**src/hdl/hpid_pkg.sv**
```systemverilog
// Shared types, constants and microcode for the hysteresis/PID temperature regulator.
`timescale 1ns / 1ps
`default_nettype none

package hpid_pkg;

  // Configuration port geometry
  localparam int unsigned ADDR_W = 5;
  localparam int unsigned DATA_W = 32;

  // Program counter width and program layout
  localparam int unsigned STEP_W = 4;

  localparam logic [STEP_W-1:0] ST_LOAD  = 4'd0;
  localparam logic [STEP_W-1:0] ST_ERR   = 4'd1;
  localparam logic [STEP_W-1:0] ST_MAC0  = 4'd2;
  localparam logic [STEP_W-1:0] ST_MAC1  = 4'd3;
  localparam logic [STEP_W-1:0] ST_MAC2  = 4'd4;
  localparam logic [STEP_W-1:0] ST_GAIN  = 4'd5;
  localparam logic [STEP_W-1:0] ST_PID   = 4'd6;
  localparam logic [STEP_W-1:0] ST_ONOFF = 4'd7;
  localparam logic [STEP_W-1:0] ST_FAULT = 4'd8;
  localparam logic [STEP_W-1:0] ST_POST  = 4'd9;

  // Held command codes
  localparam logic [1:0] CMD_NONE = 2'd0;
  localparam logic [1:0] CMD_ON   = 2'd1;
  localparam logic [1:0] CMD_OFF  = 2'd2;

  // Mode register bits
  localparam int unsigned MODE_OUTLET = 0;
  localparam int unsigned MODE_PID    = 1;
  localparam int unsigned MODE_HUM    = 2;

  // Register map, word index
  typedef enum logic [2:0] {
    REG_MODE   = 3'd0,
    REG_TARGET = 3'd1,
    REG_BAND   = 3'd2,
    REG_HLIM   = 3'd3,
    REG_HOFS   = 3'd4,
    REG_KP     = 3'd5,
    REG_KI     = 3'd6,
    REG_KD     = 3'd7
  } reg_e;

  // Datapath operations
  typedef enum logic [3:0] {
    OP_NOP,
    OP_LOAD,
    OP_ERR,
    OP_MAC0,
    OP_MAC1,
    OP_MAC2,
    OP_GAIN,
    OP_PID,
    OP_ONOFF,
    OP_FAULT
  } op_e;

  // Jump conditions
  typedef enum logic [1:0] {
    JC_NEXT,
    JC_ALWAYS,
    JC_FAULT,
    JC_ONOFF
  } jc_e;

  typedef struct packed {
    op_e              op;
    jc_e              jc;
    logic [STEP_W-1:0] target;
    logic             done;
  } cword_t;

  typedef struct packed {
    logic [2:0]  mode;
    logic [15:0] target_temp;
    logic [15:0] hysteresis_band;
    logic [31:0] humidity_limits;
    logic [15:0] humidity_offset;
    logic [15:0] prop_gain;
    logic [15:0] integral_coef;
    logic [15:0] derivative_coef;
  } cfg_t;

  typedef struct packed {
    logic signed [15:0] outlet_temp;
    logic               outlet_ok;
    logic signed [15:0] room_temp;
    logic               room_ok;
    logic [15:0]        humidity;
    logic               humidity_ok;
  } in_t;

  typedef struct packed {
    logic [1:0]         command;
    logic               fault;
    logic signed [15:0] drive_value;
  } out_t;

  // Sequencer to datapath control
  typedef struct packed {
    logic busy;
    op_e  op;
    logic done;
  } seq_ctl_t;

  // Datapath to sequencer branch flags
  typedef struct packed {
    logic ok;
    logic pid_mode;
  } dp_flags_t;

  // Microcode store
  function automatic cword_t ucode(input logic [STEP_W-1:0] step);
    cword_t cw;
    cw = '{op: OP_NOP, jc: JC_NEXT, target: ST_LOAD, done: 1'b1};
    unique case (step)
      ST_LOAD:  cw = '{op: OP_LOAD,  jc: JC_NEXT,   target: ST_LOAD,  done: 1'b0};
      ST_ERR:   cw = '{op: OP_ERR,   jc: JC_FAULT,  target: ST_FAULT, done: 1'b0};
      ST_MAC0:  cw = '{op: OP_MAC0,  jc: JC_ONOFF,  target: ST_ONOFF, done: 1'b0};
      ST_MAC1:  cw = '{op: OP_MAC1,  jc: JC_NEXT,   target: ST_LOAD,  done: 1'b0};
      ST_MAC2:  cw = '{op: OP_MAC2,  jc: JC_NEXT,   target: ST_LOAD,  done: 1'b0};
      ST_GAIN:  cw = '{op: OP_GAIN,  jc: JC_NEXT,   target: ST_LOAD,  done: 1'b0};
      ST_PID:   cw = '{op: OP_PID,   jc: JC_ALWAYS, target: ST_POST,  done: 1'b0};
      ST_ONOFF: cw = '{op: OP_ONOFF, jc: JC_ALWAYS, target: ST_POST,  done: 1'b0};
      ST_FAULT: cw = '{op: OP_FAULT, jc: JC_NEXT,   target: ST_LOAD,  done: 1'b0};
      ST_POST:  cw = '{op: OP_NOP,   jc: JC_NEXT,   target: ST_LOAD,  done: 1'b1};
      default:  cw = '{op: OP_NOP,   jc: JC_NEXT,   target: ST_LOAD,  done: 1'b1};
    endcase
    return cw;
  endfunction

endpackage

`default_nettype wire

```
**src/hdl/hpid_seq.sv**
```systemverilog
// Microcode sequencer: step counter, control store lookup and conditional jumps.
`timescale 1ns / 1ps
`default_nettype none

module hpid_seq (
  input  wire logic               clk_i,
  input  wire logic               rst_ni,
  input  wire logic               start_i,
  input  wire logic               hold_i,
  input  wire hpid_pkg::dp_flags_t flags_i,
  output hpid_pkg::seq_ctl_t      ctl_o
);

  logic                         busy_q, busy_d;
  logic [hpid_pkg::STEP_W-1:0]  step_q, step_d;
  hpid_pkg::cword_t             cw;
  logic                         take_jump;

  // Fetch the current control word
  assign cw = hpid_pkg::ucode(step_q);

  // Evaluate the branch condition
  always_comb begin
    unique case (cw.jc)
      hpid_pkg::JC_NEXT:   take_jump = 1'b0;
      hpid_pkg::JC_ALWAYS: take_jump = 1'b1;
      hpid_pkg::JC_FAULT:  take_jump = !flags_i.ok;
      hpid_pkg::JC_ONOFF:  take_jump = !flags_i.pid_mode;
      default:             take_jump = 1'b0;
    endcase
  end

  // Advance, jump, wait at the last step or restart
  always_comb begin
    busy_d = busy_q;
    step_d = step_q;
    if (start_i) begin
      busy_d = 1'b1;
      step_d = hpid_pkg::ST_LOAD;
    end else if (busy_q) begin
      if (cw.done) begin
        if (!hold_i) begin
          busy_d = 1'b0;
          step_d = hpid_pkg::ST_LOAD;
        end
      end else if (take_jump) begin
        step_d = cw.target;
      end else begin
        step_d = step_q + 1'b1;
      end
    end
  end

  always_ff @(posedge clk_i or negedge rst_ni) begin
    if (!rst_ni) begin
      busy_q <= 1'b0;
      step_q <= hpid_pkg::ST_LOAD;
    end else begin
      busy_q <= busy_d;
      step_q <= step_d;
    end
  end

  assign ctl_o.busy = busy_q;
  assign ctl_o.op   = busy_q ? cw.op : hpid_pkg::OP_NOP;
  assign ctl_o.done = busy_q && cw.done;

`ifndef SYNTHESIS
  // An idle sequencer rests at the first step
  a_idle_step: assert property (@(posedge clk_i) disable iff (!rst_ni)
    !busy_q |-> step_q == hpid_pkg::ST_LOAD)
    else $error("idle sequencer not at first step");
`endif

endmodule

`default_nettype wire

```
**src/hdl/hpid_datapath.sv**
```systemverilog
// Datapath: sample latch, setpoint adjust, shared multiplier, PID and command state.
`timescale 1ns / 1ps
`default_nettype none

module hpid_datapath (
  input  wire logic                clk_i,
  input  wire logic                rst_ni,
  input  wire logic                load_i,
  input  wire hpid_pkg::in_t       smp_i,
  input  wire hpid_pkg::cfg_t      cfg_i,
  input  wire hpid_pkg::seq_ctl_t  ctl_i,
  output hpid_pkg::dp_flags_t      flags_o,
  output hpid_pkg::out_t           res_o
);

  hpid_pkg::in_t smp_q;
  logic [15:0]   tgt_q, tgt_d;
  logic [15:0]   cur_q, cur_d;
  logic          ok_q, ok_d;
  logic [15:0]   ek_q;
  logic [15:0]   acc_q, acc_d;
  logic [15:0]   pid_q, pid_d;
  logic [15:0]   e1_q, e1_d;
  logic [15:0]   e2_q, e2_d;
  logic [1:0]    cmd_q, cmd_d;
  logic          fault_q, fault_d;

  logic [15:0]   hum_lo, hum_hi, tgt_lo_adj, tgt_adj;
  logic [15:0]   d0, d1, d2;
  logic [15:0]   mul_a, mul_b;
  logic [31:0]   prod_full;
  logic [15:0]   prod;
  logic [17:0]   cur_x, tgt_x, low_x;
  logic [1:0]    onoff_cmd, pid_cmd;
  logic          prev_le0, prev_ge0, next_gt0, next_lt0;

  // Select sensor, check health, shift setpoint for humidity
  assign hum_lo     = cfg_i.humidity_limits[15:0];
  assign hum_hi     = cfg_i.humidity_limits[31:16];
  assign tgt_lo_adj = (smp_q.humidity <= hum_lo) ? cfg_i.target_temp - cfg_i.humidity_offset
                                                 : cfg_i.target_temp;
  assign tgt_adj    = (smp_q.humidity >= hum_hi) ? tgt_lo_adj + cfg_i.humidity_offset
                                                 : tgt_lo_adj;

  always_comb begin
    if (cfg_i.mode[hpid_pkg::MODE_OUTLET]) begin
      cur_d = smp_q.outlet_temp;
      ok_d  = smp_q.outlet_ok;
    end else begin
      cur_d = smp_q.room_temp;
      ok_d  = smp_q.room_ok;
    end
    tgt_d = cfg_i.target_temp;
    if (cfg_i.mode[hpid_pkg::MODE_HUM]) begin
      ok_d  = ok_d && smp_q.humidity_ok;
      tgt_d = tgt_adj;
    end
  end

  // Velocity-form coefficients, all mod 2^16
  assign d0 = 16'd1 + cfg_i.integral_coef + cfg_i.derivative_coef;
  assign d1 = ~{cfg_i.derivative_coef[14:0], 1'b0};
  assign d2 = cfg_i.derivative_coef;

  // Route operands to the shared multiplier
  always_comb begin
    unique case (ctl_i.op)
      hpid_pkg::OP_MAC0: begin mul_a = d0;              mul_b = ek_q;  end
      hpid_pkg::OP_MAC1: begin mul_a = d1;              mul_b = e1_q;  end
      hpid_pkg::OP_MAC2: begin mul_a = d2;              mul_b = e2_q;  end
      hpid_pkg::OP_GAIN: begin mul_a = cfg_i.prop_gain; mul_b = acc_q; end
      default:           begin mul_a = '0;              mul_b = '0;    end
    endcase
  end

  assign prod_full = mul_a * mul_b;
  assign prod      = prod_full[15:0];

  // On/off compare, exact over 18 bits
  assign cur_x = {{2{cur_q[15]}}, cur_q};
  assign tgt_x = {2'b00, tgt_q};
  assign low_x = tgt_x - {2'b00, cfg_i.hysteresis_band};

  always_comb begin
    if ($signed(cur_x) >= $signed(tgt_x)) begin
      onoff_cmd = hpid_pkg::CMD_OFF;
    end else if ($signed(cur_x) <= $signed(low_x)) begin
      onoff_cmd = hpid_pkg::CMD_ON;
    end else begin
      onoff_cmd = hpid_pkg::CMD_NONE;
    end
  end

  // Sign change of the drive value
  assign pid_d    = pid_q + acc_q;
  assign prev_le0 = pid_q[15] || (pid_q == '0);
  assign prev_ge0 = !pid_q[15];
  assign next_gt0 = !pid_d[15] && (pid_d != '0);
  assign next_lt0 = pid_d[15];

  always_comb begin
    priority if (prev_le0 && next_gt0) begin
      pid_cmd = hpid_pkg::CMD_ON;
    end else if (prev_ge0 && next_lt0) begin
      pid_cmd = hpid_pkg::CMD_OFF;
    end else begin
      pid_cmd = hpid_pkg::CMD_NONE;
    end
  end

  // Accumulator update
  always_comb begin
    unique case (ctl_i.op)
      hpid_pkg::OP_MAC0: acc_d = prod;
      hpid_pkg::OP_MAC1: acc_d = acc_q + prod;
      hpid_pkg::OP_MAC2: acc_d = acc_q + prod;
      hpid_pkg::OP_GAIN: acc_d = prod;
      default:           acc_d = acc_q;
    endcase
  end

  // Commit regulator state
  always_comb begin
    e1_d    = e1_q;
    e2_d    = e2_q;
    cmd_d   = cmd_q;
    fault_d = fault_q;
    unique case (ctl_i.op)
      hpid_pkg::OP_PID: begin
        e2_d    = e1_q;
        e1_d    = ek_q;
        cmd_d   = pid_cmd;
        fault_d = 1'b0;
      end
      hpid_pkg::OP_ONOFF: begin
        cmd_d   = onoff_cmd;
        fault_d = 1'b0;
      end
      hpid_pkg::OP_FAULT: begin
        fault_d = 1'b1;
      end
      default: begin
      end
    endcase
  end

  // Working registers
  always_ff @(posedge clk_i) begin
    if (load_i) begin
      smp_q <= smp_i;
    end
    if (ctl_i.op == hpid_pkg::OP_LOAD) begin
      tgt_q <= tgt_d;
      cur_q <= cur_d;
      ok_q  <= ok_d;
    end
    if (ctl_i.op == hpid_pkg::OP_ERR) begin
      ek_q <= tgt_q - cur_q;
    end
    acc_q <= acc_d;
  end

  // Regulator state
  always_ff @(posedge clk_i or negedge rst_ni) begin
    if (!rst_ni) begin
      pid_q   <= '0;
      e1_q    <= '0;
      e2_q    <= '0;
      cmd_q   <= hpid_pkg::CMD_NONE;
      fault_q <= 1'b1;
    end else begin
      if (ctl_i.op == hpid_pkg::OP_PID) begin
        pid_q <= pid_d;
      end
      e1_q    <= e1_d;
      e2_q    <= e2_d;
      cmd_q   <= cmd_d;
      fault_q <= fault_d;
    end
  end

  assign flags_o.ok       = ok_q;
  assign flags_o.pid_mode = cfg_i.mode[hpid_pkg::MODE_PID];

  assign res_o.command     = cmd_q;
  assign res_o.fault       = fault_q;
  assign res_o.drive_value = pid_q;

`ifndef SYNTHESIS
  // A fault step leaves the drive value and error history alone
  a_fault_keeps_pid: assert property (@(posedge clk_i) disable iff (!rst_ni)
    ctl_i.op == hpid_pkg::OP_FAULT |=> $stable(pid_q) && $stable(e1_q) && $stable(e2_q))
    else $error("fault step disturbed PID state");

  // The command register never holds the unused code
  a_cmd_code: assert property (@(posedge clk_i) disable iff (!rst_ni)
    cmd_q == hpid_pkg::CMD_NONE || cmd_q == hpid_pkg::CMD_ON || cmd_q == hpid_pkg::CMD_OFF)
    else $error("command register holds an unused code");
`endif

endmodule

`default_nettype wire

```
**src/hdl/hysteresis_pid_temperature_regulator.sv**
```systemverilog
// Top level: APB register file, transaction handshakes, sequencer and datapath.
`timescale 1ns / 1ps
`default_nettype none

// Temperature regulator with on/off hysteresis and velocity-form PID modes.
// Each accepted sample transaction yields exactly one result transaction
// carrying the held command, the fault flag and the current drive value.
// A microcoded sequencer steps a single datapath with one shared 16x16
// multiplier: a PID sample runs three multiply-accumulates and the gain
// multiply one per cycle through that multiplier, an on/off sample leaves
// it after the first multiply and a faulted sample never reaches it. A new
// sample is accepted in the cycle the previous one completes. A finished
// result waits in the output register; the sequencer holds on its last
// step while that register is still full and stalled. Registers sit at
// byte address 4*index on the APB port and must only be written while no
// sample is in flight.
module hysteresis_pid_temperature_regulator (
  input  wire logic                         clk_i,
  input  wire logic                         rst_ni,
  // Sample channel
  input  wire logic                         in_valid_i,
  output logic                              in_stall_o,
  input  wire hpid_pkg::in_t                in_data_i,
  // Result channel
  output logic                              out_valid_o,
  input  wire logic                         out_stall_i,
  output hpid_pkg::out_t                    out_data_o,
  // Configuration port
  input  wire logic                         psel,
  input  wire logic                         penable,
  input  wire logic                         pwrite,
  input  wire logic [hpid_pkg::ADDR_W-1:0]  paddr,
  input  wire logic [hpid_pkg::DATA_W-1:0]  pwdata,
  output logic [hpid_pkg::DATA_W-1:0]       prdata,
  output logic                              pready
);

  hpid_pkg::cfg_t      cfg_q;
  hpid_pkg::seq_ctl_t  ctl;
  hpid_pkg::dp_flags_t flags;
  hpid_pkg::out_t      res;
  hpid_pkg::out_t      out_q;
  hpid_pkg::reg_e      reg_sel;
  logic                out_valid_q;
  logic                cfg_wr, in_acc, out_acc, hold, finish;

  // Register access decode
  assign pready  = 1'b1;
  assign reg_sel = hpid_pkg::reg_e'(paddr[hpid_pkg::ADDR_W-1:2]);
  assign cfg_wr  = psel && penable && pwrite && pready;

  always_ff @(posedge clk_i or negedge rst_ni) begin
    if (!rst_ni) begin
      cfg_q <= '0;
    end else if (cfg_wr) begin
      unique case (reg_sel)
        hpid_pkg::REG_MODE:   cfg_q.mode            <= pwdata[2:0];
        hpid_pkg::REG_TARGET: cfg_q.target_temp     <= pwdata[15:0];
        hpid_pkg::REG_BAND:   cfg_q.hysteresis_band <= pwdata[15:0];
        hpid_pkg::REG_HLIM:   cfg_q.humidity_limits <= pwdata;
        hpid_pkg::REG_HOFS:   cfg_q.humidity_offset <= pwdata[15:0];
        hpid_pkg::REG_KP:     cfg_q.prop_gain       <= pwdata[15:0];
        hpid_pkg::REG_KI:     cfg_q.integral_coef   <= pwdata[15:0];
        hpid_pkg::REG_KD:     cfg_q.derivative_coef <= pwdata[15:0];
        default: begin
        end
      endcase
    end
  end

  // Register read-back
  always_comb begin
    unique case (reg_sel)
      hpid_pkg::REG_MODE:   prdata = {29'd0, cfg_q.mode};
      hpid_pkg::REG_TARGET: prdata = {16'd0, cfg_q.target_temp};
      hpid_pkg::REG_BAND:   prdata = {16'd0, cfg_q.hysteresis_band};
      hpid_pkg::REG_HLIM:   prdata = cfg_q.humidity_limits;
      hpid_pkg::REG_HOFS:   prdata = {16'd0, cfg_q.humidity_offset};
      hpid_pkg::REG_KP:     prdata = {16'd0, cfg_q.prop_gain};
      hpid_pkg::REG_KI:     prdata = {16'd0, cfg_q.integral_coef};
      hpid_pkg::REG_KD:     prdata = {16'd0, cfg_q.derivative_coef};
      default:              prdata = '0;
    endcase
  end

  // Handshakes: hold the last step while the result slot is full and stalled
  assign hold       = out_valid_q && out_stall_i;
  assign finish     = ctl.done && !hold;
  assign in_stall_o = ctl.busy && !finish;
  assign in_acc     = in_valid_i && !in_stall_o;
  assign out_acc    = out_valid_q && !out_stall_i;

  hpid_seq u_seq (
    .clk_i   (clk_i),
    .rst_ni  (rst_ni),
    .start_i (in_acc),
    .hold_i  (hold),
    .flags_i (flags),
    .ctl_o   (ctl)
  );

  hpid_datapath u_dp (
    .clk_i   (clk_i),
    .rst_ni  (rst_ni),
    .load_i  (in_acc),
    .smp_i   (in_data_i),
    .cfg_i   (cfg_q),
    .ctl_i   (ctl),
    .flags_o (flags),
    .res_o   (res)
  );

  // Result register
  always_ff @(posedge clk_i or negedge rst_ni) begin
    if (!rst_ni) begin
      out_valid_q <= 1'b0;
    end else if (finish) begin
      out_valid_q <= 1'b1;
    end else if (out_acc) begin
      out_valid_q <= 1'b0;
    end
  end

  always_ff @(posedge clk_i) begin
    if (finish) begin
      out_q <= res;
    end
  end

  assign out_valid_o = out_valid_q;
  assign out_data_o  = out_q;

`ifndef SYNTHESIS
  // An accepted sample starts the sequencer
  a_accept_starts: assert property (@(posedge clk_i) disable iff (!rst_ni)
    in_acc |=> ctl.busy)
    else $error("accepted sample did not start the sequencer");

  // A result appears only after a completed program
  a_result_source: assert property (@(posedge clk_i) disable iff (!rst_ni)
    $rose(out_valid_q) |-> $past(finish))
    else $error("result raised without a completed program");

  // A held last step keeps the sequencer busy
  a_hold_waits: assert property (@(posedge clk_i) disable iff (!rst_ni)
    ctl.done && hold && !in_acc |=> ctl.busy)
    else $error("sequencer left the last step while the result slot was full");
`endif

endmodule

`default_nettype wire
```
**config.mk**
```make
export PLATFORM = sky130hd
export DESIGN_NAME = hysteresis_pid_temperature_regulator
export DESIGN_NICKNAME = d
export VERILOG_FILES = /design/src/hdl/hpid_pkg.sv /design/src/hdl/hpid_seq.sv /design/src/hdl/hpid_datapath.sv /design/src/hdl/hysteresis_pid_temperature_regulator.sv
export SDC_FILE = /design/constraint.sdc
export NUM_CORES = 1
export LEC_CHECK = 0
export BUFFER_PORTS_ARGS = -buffer_cell sky130_fd_sc_hd__buf_2
export CAP_MARGIN = 25
export CORE_ASPECT_RATIO = 1.2
export CORE_MARGIN = 2
export CORE_UTILIZATION = 50
export DETAILED_ROUTE_END_ITERATION = 12
export GPL_TIMING_DRIVEN = 0
export HOLD_SLACK_MARGIN = 0.12
export PLACE_DENSITY = 0.65
export SETUP_SLACK_MARGIN = 0.02
export SLEW_MARGIN = 20
export SYNTH_ARGS = -nofsm -noshare
export SYNTH_HDL_FRONTEND = slang
export SYNTH_SLANG_ARGS = --single-unit
```
**constraint.sdc**
```tcl
create_clock -name clk_i -period 9.8 [get_ports clk_i]
set_input_delay 1.96 -clock clk_i [delete_from_list [all_inputs] [get_ports clk_i]]
set_output_delay 1.96 -clock clk_i [all_outputs]
set_load 0.01 [all_outputs]
```
==> results of run 1 <==
## through the flow
stage / instance area, µm² / std cells / hold WS (ns) / utilization, %
global route: 27200 / 3361 / 0.484 / 57.7
finish: 27200 / 3361 / 0.471 / 57.7
global placement: 25500 / 3269 / 0.454 / 54.0
detailed placement: 25600 / 3280 / 0.464 / 54.4
CTS: 27000 / 3353 / 0.479 / 57.3
floorplan: 24000 / 2503 / 0.425 / -
## flip-flops by register name, indices dropped and copies added, names as in the netlist, 2 cells and up
| name | flops |
|---|---|
| cfg_q | 131 |
| u_dp.smp_q | 51 |
| out_data_o | 19 |
| u_dp.acc_q | 16 |
| u_dp.cur_q | 16 |
| u_dp.e1_q | 16 |
| u_dp.e2_q | 16 |
| u_dp.ek_q | 16 |
| u_dp.pid_q | 16 |
| u_dp.tgt_q | 16 |
| u_seq.step_q | 4 |
| u_dp.cmd_q | 2 |
## cell type report
| cell class | count | area (µm²) |
|---|---|---|
| multi-input combinational | 1788 | 13900 |
| clock inverter | 15 | 229 |
| clock buffer | 50 | 1010 |
| fill | 4116 | 19900 |
| inverter | 312 | 1170 |
| buffer | 79 | 348 |
| sequential | 323 | 8760 |
| tap | 623 | 779 |
| timing repair buffer | 171 | 977 |
## per-layer routing
metal  track usage (%)  routed length (µm)  up-vias
met2              47.3               33100      551
li1                  -                   -     9018
met3              3.40                3090      188
met4              14.9                4000        2
met5                 0                  13        -
met1              35.3               28400     9367
## layout by cell type (no fill, tap or decap), types with 32 or more instances in the layout
| master | Yosys | layout |
|---|---|---|
| ha_1 | 228 | 228 |
| xnor2_1 | 91 | 87 |
| clkbuf_1 | 66 | 66 |
| o21ai_0 | 169 | 162 |
| mux2_2 | 105 | 105 |
| dfrtp_1 | 187 | 186 |
| a21oi_1 | 112 | 108 |
| nor2_1 | 173 | 173 |
| inv_1 | 312 | 312 |
| fa_1 | 87 | 87 |
| buf_2 | 2 | 151 |
| nor3_1 | 40 | 37 |
| nand2_1 | 344 | 344 |
| clkbuf_16 | 0 | 37 |
| edfxtp_1 | 135 | 135 |
| o21bai_1 | 32 | 32 |
## logic make-up after synthesis
logic type               after synthesis  synth area share [%]
XOR/XNOR                             113                  4.40
other                                  1                0.0156
multiplexers                         138                  6.99
AO/OA/AOI/OAI                        512                  13.6
AND/OR/NAND/NOR                      709                  13.0
adder cells (fa/ha/maj)              315                  19.2
buffers and inverters                392                  6.25
flip-flops                           323                  36.5
## power breakdown
group	switching, W	internal (W)
clock network	0.000597	0.000820
logic	0.00301	0.00205
registers	0.000409	0.00198
## how the worst min path moves through the flow
| stage | from | to | slack, ns |
|---|---|---|---|
| global route | u_dp.cmd_q[1] | out_data_o[18] | 0.48 |
| global placement | u_dp.e2_q[5] | u_dp.e2_q[5] | 0.45 |
| CTS | u_dp.e2_q[0] | u_dp.e2_q[0] | 0.48 |
| finish | u_dp.cmd_q[0] | out_data_o[17] | 0.47 |
| detailed placement | u_dp.e2_q[0] | u_dp.e2_q[0] | 0.46 |
| floorplan | u_dp.cmd_q[1] | out_data_o[18] | 0.42 |
## critical path: cells and delay by family, from the launching register on
kind / cells / cell delay (ns)
adders and majority gates: 10 / 3.54
and+or+nand+nor: 8 / 1.92
buffers and inverters: 9 / 1.22
AOI/OAI and AO/OA: 6 / 1.17
xor gates and xnor gates: 4 / 0.70
DFF: 1 / 0.47
## repair_timing
item / CTS / global route
buffers inserted: 8 / 9
hold buffers: 0 / 0
endpoints found under the setup margin: 1 / 1
resized for setup: 20 / 42
pin swaps: 1 / 8
==> metrics.cfg, run 1 <==
[setup_path]
r2r_setup_slack_ns = 0.52
worstPathArrival_ns = 9.61
critPathMaxStageDelay_ns = 0.56
crit_end = u_dp.acc_q[15]
cpMostUsedCell = inv_1
cp_slowest_cell = or4_1
crit_path_start_kind = flip-flop
endpoint_kind = flip-flop
required_ns = 10.12
ff2ff_path_depth = 37
critical_path_class = flip-flop to flip-flop
r2r_start = u_seq.step_q[1]
crit_fanout = 10
worstSetupStartpoint = u_seq.step_q[1]
r2r-end = u_dp.acc_q[15]

[yosys]
synth-seq-area-share_pct = 36.5
ys_async_sr_fraction_pct = 58.2
syn_nets = 2913
yosysTopAreaCell = dfrtp_1
synth_cell_types = 88
syn_area_mm2 = 0.0240
yosys_warnings = 0
synth_most_common_cell = nand2_1
synthFlopType = dfrtp_1
synth-edff-count = 135
syn_avg_cell_area_um2 = 9.58
ys_ff_latch = 323
synth_top_area_share_pct = 19.5
netlist_instances = 2503
yosys-top-cells-area = dfrtp_1 20%, edfxtp_1 17%, ha_1 12%, fa_1 7.3%, nand2_1 5.4%
synth_common_cells = 344 x nand2_1, 312 x inv_1, 228 x ha_1

[finish]
finalNetCount = 3121
drive_gt1_share_pct = 15.3
diodes = 0
area_growth_pct = 13.4

[global_route]
grt_pass1_wl_um = 107000
grt_max_degree = 90
grt_pass1_vias = 19300
antenna_found_initial = 1
grt.total_usage_pct = 28.1
overflow = 0

[hold_path]
worstHoldPathCells = 0
hp-class = flip-flop to flip-flop

[sta]
tightest_slew_ns = 0.979
fin_ws_ns = 0.516
final-hold-violation-count = 0
skew_ns = 0.0345
finalCritPeriodShare_pct = 94.7
slew_viol_final = 0
relSlewSlack_pct = 34.2
setup-tns-final_ns = 0
finalCriticalPeriod_ns = 9.28
rsz0062_at_grt = false
setup_violations = 0
clock.fmax_mhz = 108

[floorplanning]
initial_utilization_pct = 50.9
num_rows = 87
die_h_um = 244
dieWidth_um = 204
die-area_mm2 = 0.0497
io_pins = 149
core_mm2 = 0.0471

[routing]
drt_iter0_markers = 1261
wirelength_um = 68500
first_pass_iters = 5
ant_nets = 0
drc_errors = 0
dr_total_vias = 19100
via_per_inst = 5.69
routedWlPerCell_um = 20.4

[clock_network]
clockBufferDepth = 3
cts.sinks = 323
cts_inserted_buffers = 36
htreeDepth = 2
clk_latency_ns = 0.59
clk_pin_slew_ns = 0.07
root_buffer = clkbuf_16
cts_tree = built

[placement]
pre_cts_slack_ns = -0.573
dpl.hpwl_um = 54300
gp_congestion = 0.952
io_buffer_count = 143

[pwr]
powerDensity_mw_per_mm2 = 326
peakVddDrop_mv = 0.186
report.power.total_w = 0.00887
power_leakage_nw = 12.4

[run]
maxCapViolCount = 0

[outcome]
outcome = complete, no violations

Note: power is estimated with default switching activity, not from simulation.
==> inputs of run 2 (changes only) <==
GPL_ROUTABILITY_DRIVEN = 1   (was not set)
GPL_TIMING_DRIVEN = not set   (was 0)
clock period = 9.9 ns   (was 9.8 ns; I/O delays follow)
==> metrics.cfg, run 2 (synthesis gave the netlist of run 1 again) <==
[finish]
layout_common_cells = 343 x nand2_1, 312 x inv_1, 228 x ha_1  ; was 344 x nand2_1, 312 x inv_1, 228 x ha_1
top_register = cfg_q  ; unchanged
stdcell_count = 3302  ; was 3361
finalNetCount = 3061  ; was 3121
final_common_cell = nand2_1  ; unchanged
diodes = 0  ; unchanged
drive_gt1_share_pct = 15.2  ; was 15.3%
final_util_pct = 56.9  ; was 57.7%
area_growth_pct = 11.8  ; was 13.4%
largest_register_ffs = 131  ; unchanged

[routing]
dr_total_vias = 18700  ; was 19100
routedWlPerCell_um = 19.1  ; was 20.4 µm
drt_iter0_markers = 1154  ; was 1261
ant_nets = 0  ; unchanged
first_pass_iters = 6  ; was 5
drc_errors = 0  ; unchanged
via_per_inst = 5.66  ; was 5.69
wirelength_um = 63000  ; was 68500 µm

[floorplanning]
dieWidth_um = 204  ; unchanged
num_rows = 87  ; unchanged
die-area_mm2 = 0.0497  ; unchanged
initial_utilization_pct = 50.9  ; unchanged
die_h_um = 244  ; unchanged
core_mm2 = 0.0471  ; unchanged
io_pins = 149  ; unchanged

[setup_path]
path_buf_inv = 4  ; was 9
critical-path-top-delay-family = adder cells  ; unchanged
crit_fanout = 12  ; was 10
required_ns = 10.20  ; was 10.12 ns
ff2ff_path_depth = 29  ; was 37
critical_path_class = flip-flop to flip-flop  ; unchanged
endpoint_kind = flip-flop  ; unchanged
cp_slowest_cell = or3b_2  ; was or4_1
cp_num_cells = 29  ; was 37
crit_path_start_kind = flip-flop  ; unchanged
cpMostUsedCell = xnor2_1  ; was inv_1
critPathMaxStageDelay_ns = 0.59  ; was 0.56 ns
worstPathArrival_ns = 9.65  ; was 9.61 ns

[sta]
fin_ws_ns = 0.542  ; was 0.516 ns
relSlewSlack_pct = 36.9  ; was 34.2%
setup_violations = 0  ; unchanged
final-hold-violation-count = 0  ; unchanged
finalCritPeriodShare_pct = 94.5  ; was 94.7%
rsz0062_at_grt = false  ; unchanged
tightest_slew_ns = 0.947  ; was 0.979 ns
clock.fmax_mhz = 107  ; was 108 MHz
skew_ns = 0.0203  ; was 0.0345 ns
setup-tns-final_ns = 0  ; unchanged
slew_viol_final = 0  ; unchanged
finalCriticalPeriod_ns = 9.36  ; was 9.28 ns

[pwr]
report.power.total_w = 0.00855  ; was 0.00887 W
powerDensity_mw_per_mm2 = 319  ; was 326 mW/mm²
power_leakage_nw = 12.3  ; was 12.4 nW
peakVddDrop_mv = 0.167  ; was 0.186 mV

[placement]
io_buffer_count = 145  ; was 143
gp_congestion = 0.953  ; was 0.952
dpl.hpwl_um = 48800  ; was 54300 µm
dp.cells = 3236  ; was 3280
pre_cts_slack_ns = 0.381  ; was -0.573 ns

[clock_network]
clk_pin_slew_ns = 0.06  ; was 0.07 ns
cts_setup_buffers = 0  ; was 8
clockBufferDepth = 3  ; unchanged
htreeDepth = 2  ; unchanged
ctsHoldBuffers = 0  ; unchanged
cts.sinks = 323  ; unchanged
cts_tree = built  ; unchanged
cts_inserted_buffers = 36  ; unchanged
root_buffer = clkbuf_16  ; unchanged
clk_latency_ns = 0.56  ; was 0.59 ns

[outcome]
outcome = complete, no violations  ; unchanged

[hold_path]
worstHoldPathCells = 0  ; unchanged
hp-class = flip-flop to flip-flop  ; unchanged

[run]
maxCapViolCount = 0  ; unchanged

[global_route]
grt_pass1_wl_um = 101000  ; was 107000 µm
grt.total_usage_pct = 25.8  ; was 28.1%
overflow = 0  ; unchanged
grt_max_degree = 114  ; was 90
grt_pass1_vias = 18500  ; was 19300
antenna_found_initial = 0  ; was 1

run 2: cell types whose count changed in the layout (fill, tap and decap cells not counted), moves of 4 or more:
cell / delta
buf_1: -7
buf_2: -7
buf_4: +20
clkbuf_1: -56
clkbuf_4: -4
nor2_2: +5
o21ai_0: +6
o21ai_2: -4
xnor2_1: +4
xnor2_2: -4
run 2: area by class of cell:
class	instances	area, µm²
Fill cell	4130	20300
Clock buffer	51	1020
Tap cell	623	779
Multi-Input combinational cell	1788	13800
Inverter	312	1170
Sequential cell	323	8760
Timing Repair Buffer	190	1100
Clock inverter	15	156
run 2: metrics by stage:
step	cell area, µm²	hold slack, ns
after global routing	26800	0.465
after floorplan	24000	0.425
after global placement	25600	0.446
final	26800	0.445
after CTS	26800	0.446
after detailed placement	25600	0.433
run 2: what timing repair did:
action,CTS,global route
endpoints found under the hold margin,0,0
gates resized for setup,0,4
endpoints found under the setup margin,0,1
run 2: power breakdown:
group | internal, W | total (W) | switching [W] | leakage, nW
logic | 0.00200 | 0.00483 | 0.00283 | 8.14
clock network | 0.000798 | 0.00134 | 0.000544 | 0.576
registers | 0.00197 | 0.00238 | 0.000409 | 3.58
total | 0.00476 | 0.00855 | 0.00379 | 12.3
run 2: final timing paths:
| check | slack (ns) | start | endpoint |
|---|---|---|---|
| worst min register to register | 0.44 | u_dp.cmd_q[1] | out_data_o[18] |
| worst max register to register | 0.54 | u_seq.step_q[0] | u_dp.acc_q[15] |
| worst max-delay path | 0.54 | u_seq.step_q[0] | u_dp.acc_q[15] |
| max in group asynchronous | 7.03 | rst_ni | u_seq.step_q[0] |
| min in group asynchronous | 1.57 | rst_ni | cfg_q[81] |
| worst min-delay path | 0.44 | u_dp.cmd_q[1] | out_data_o[18] |
run 2: routing by layer:
| layer | part of all wire [%] | track usage (%) | vias to the layer above | routed length [µm] |
|---|---|---|---|---|
| li1 | - | - | 8887 | - |
| met1 | 42 | 33.4 | 9168 | 26600 |
| met2 | 49 | 43.8 | 512 | 30900 |
| met3 | 4.2 | 2.74 | 125 | 2650 |
| met4 | 4.6 | 11.1 | 0 | 2890 |
| met5 | 0 | 0 | - | 0 |
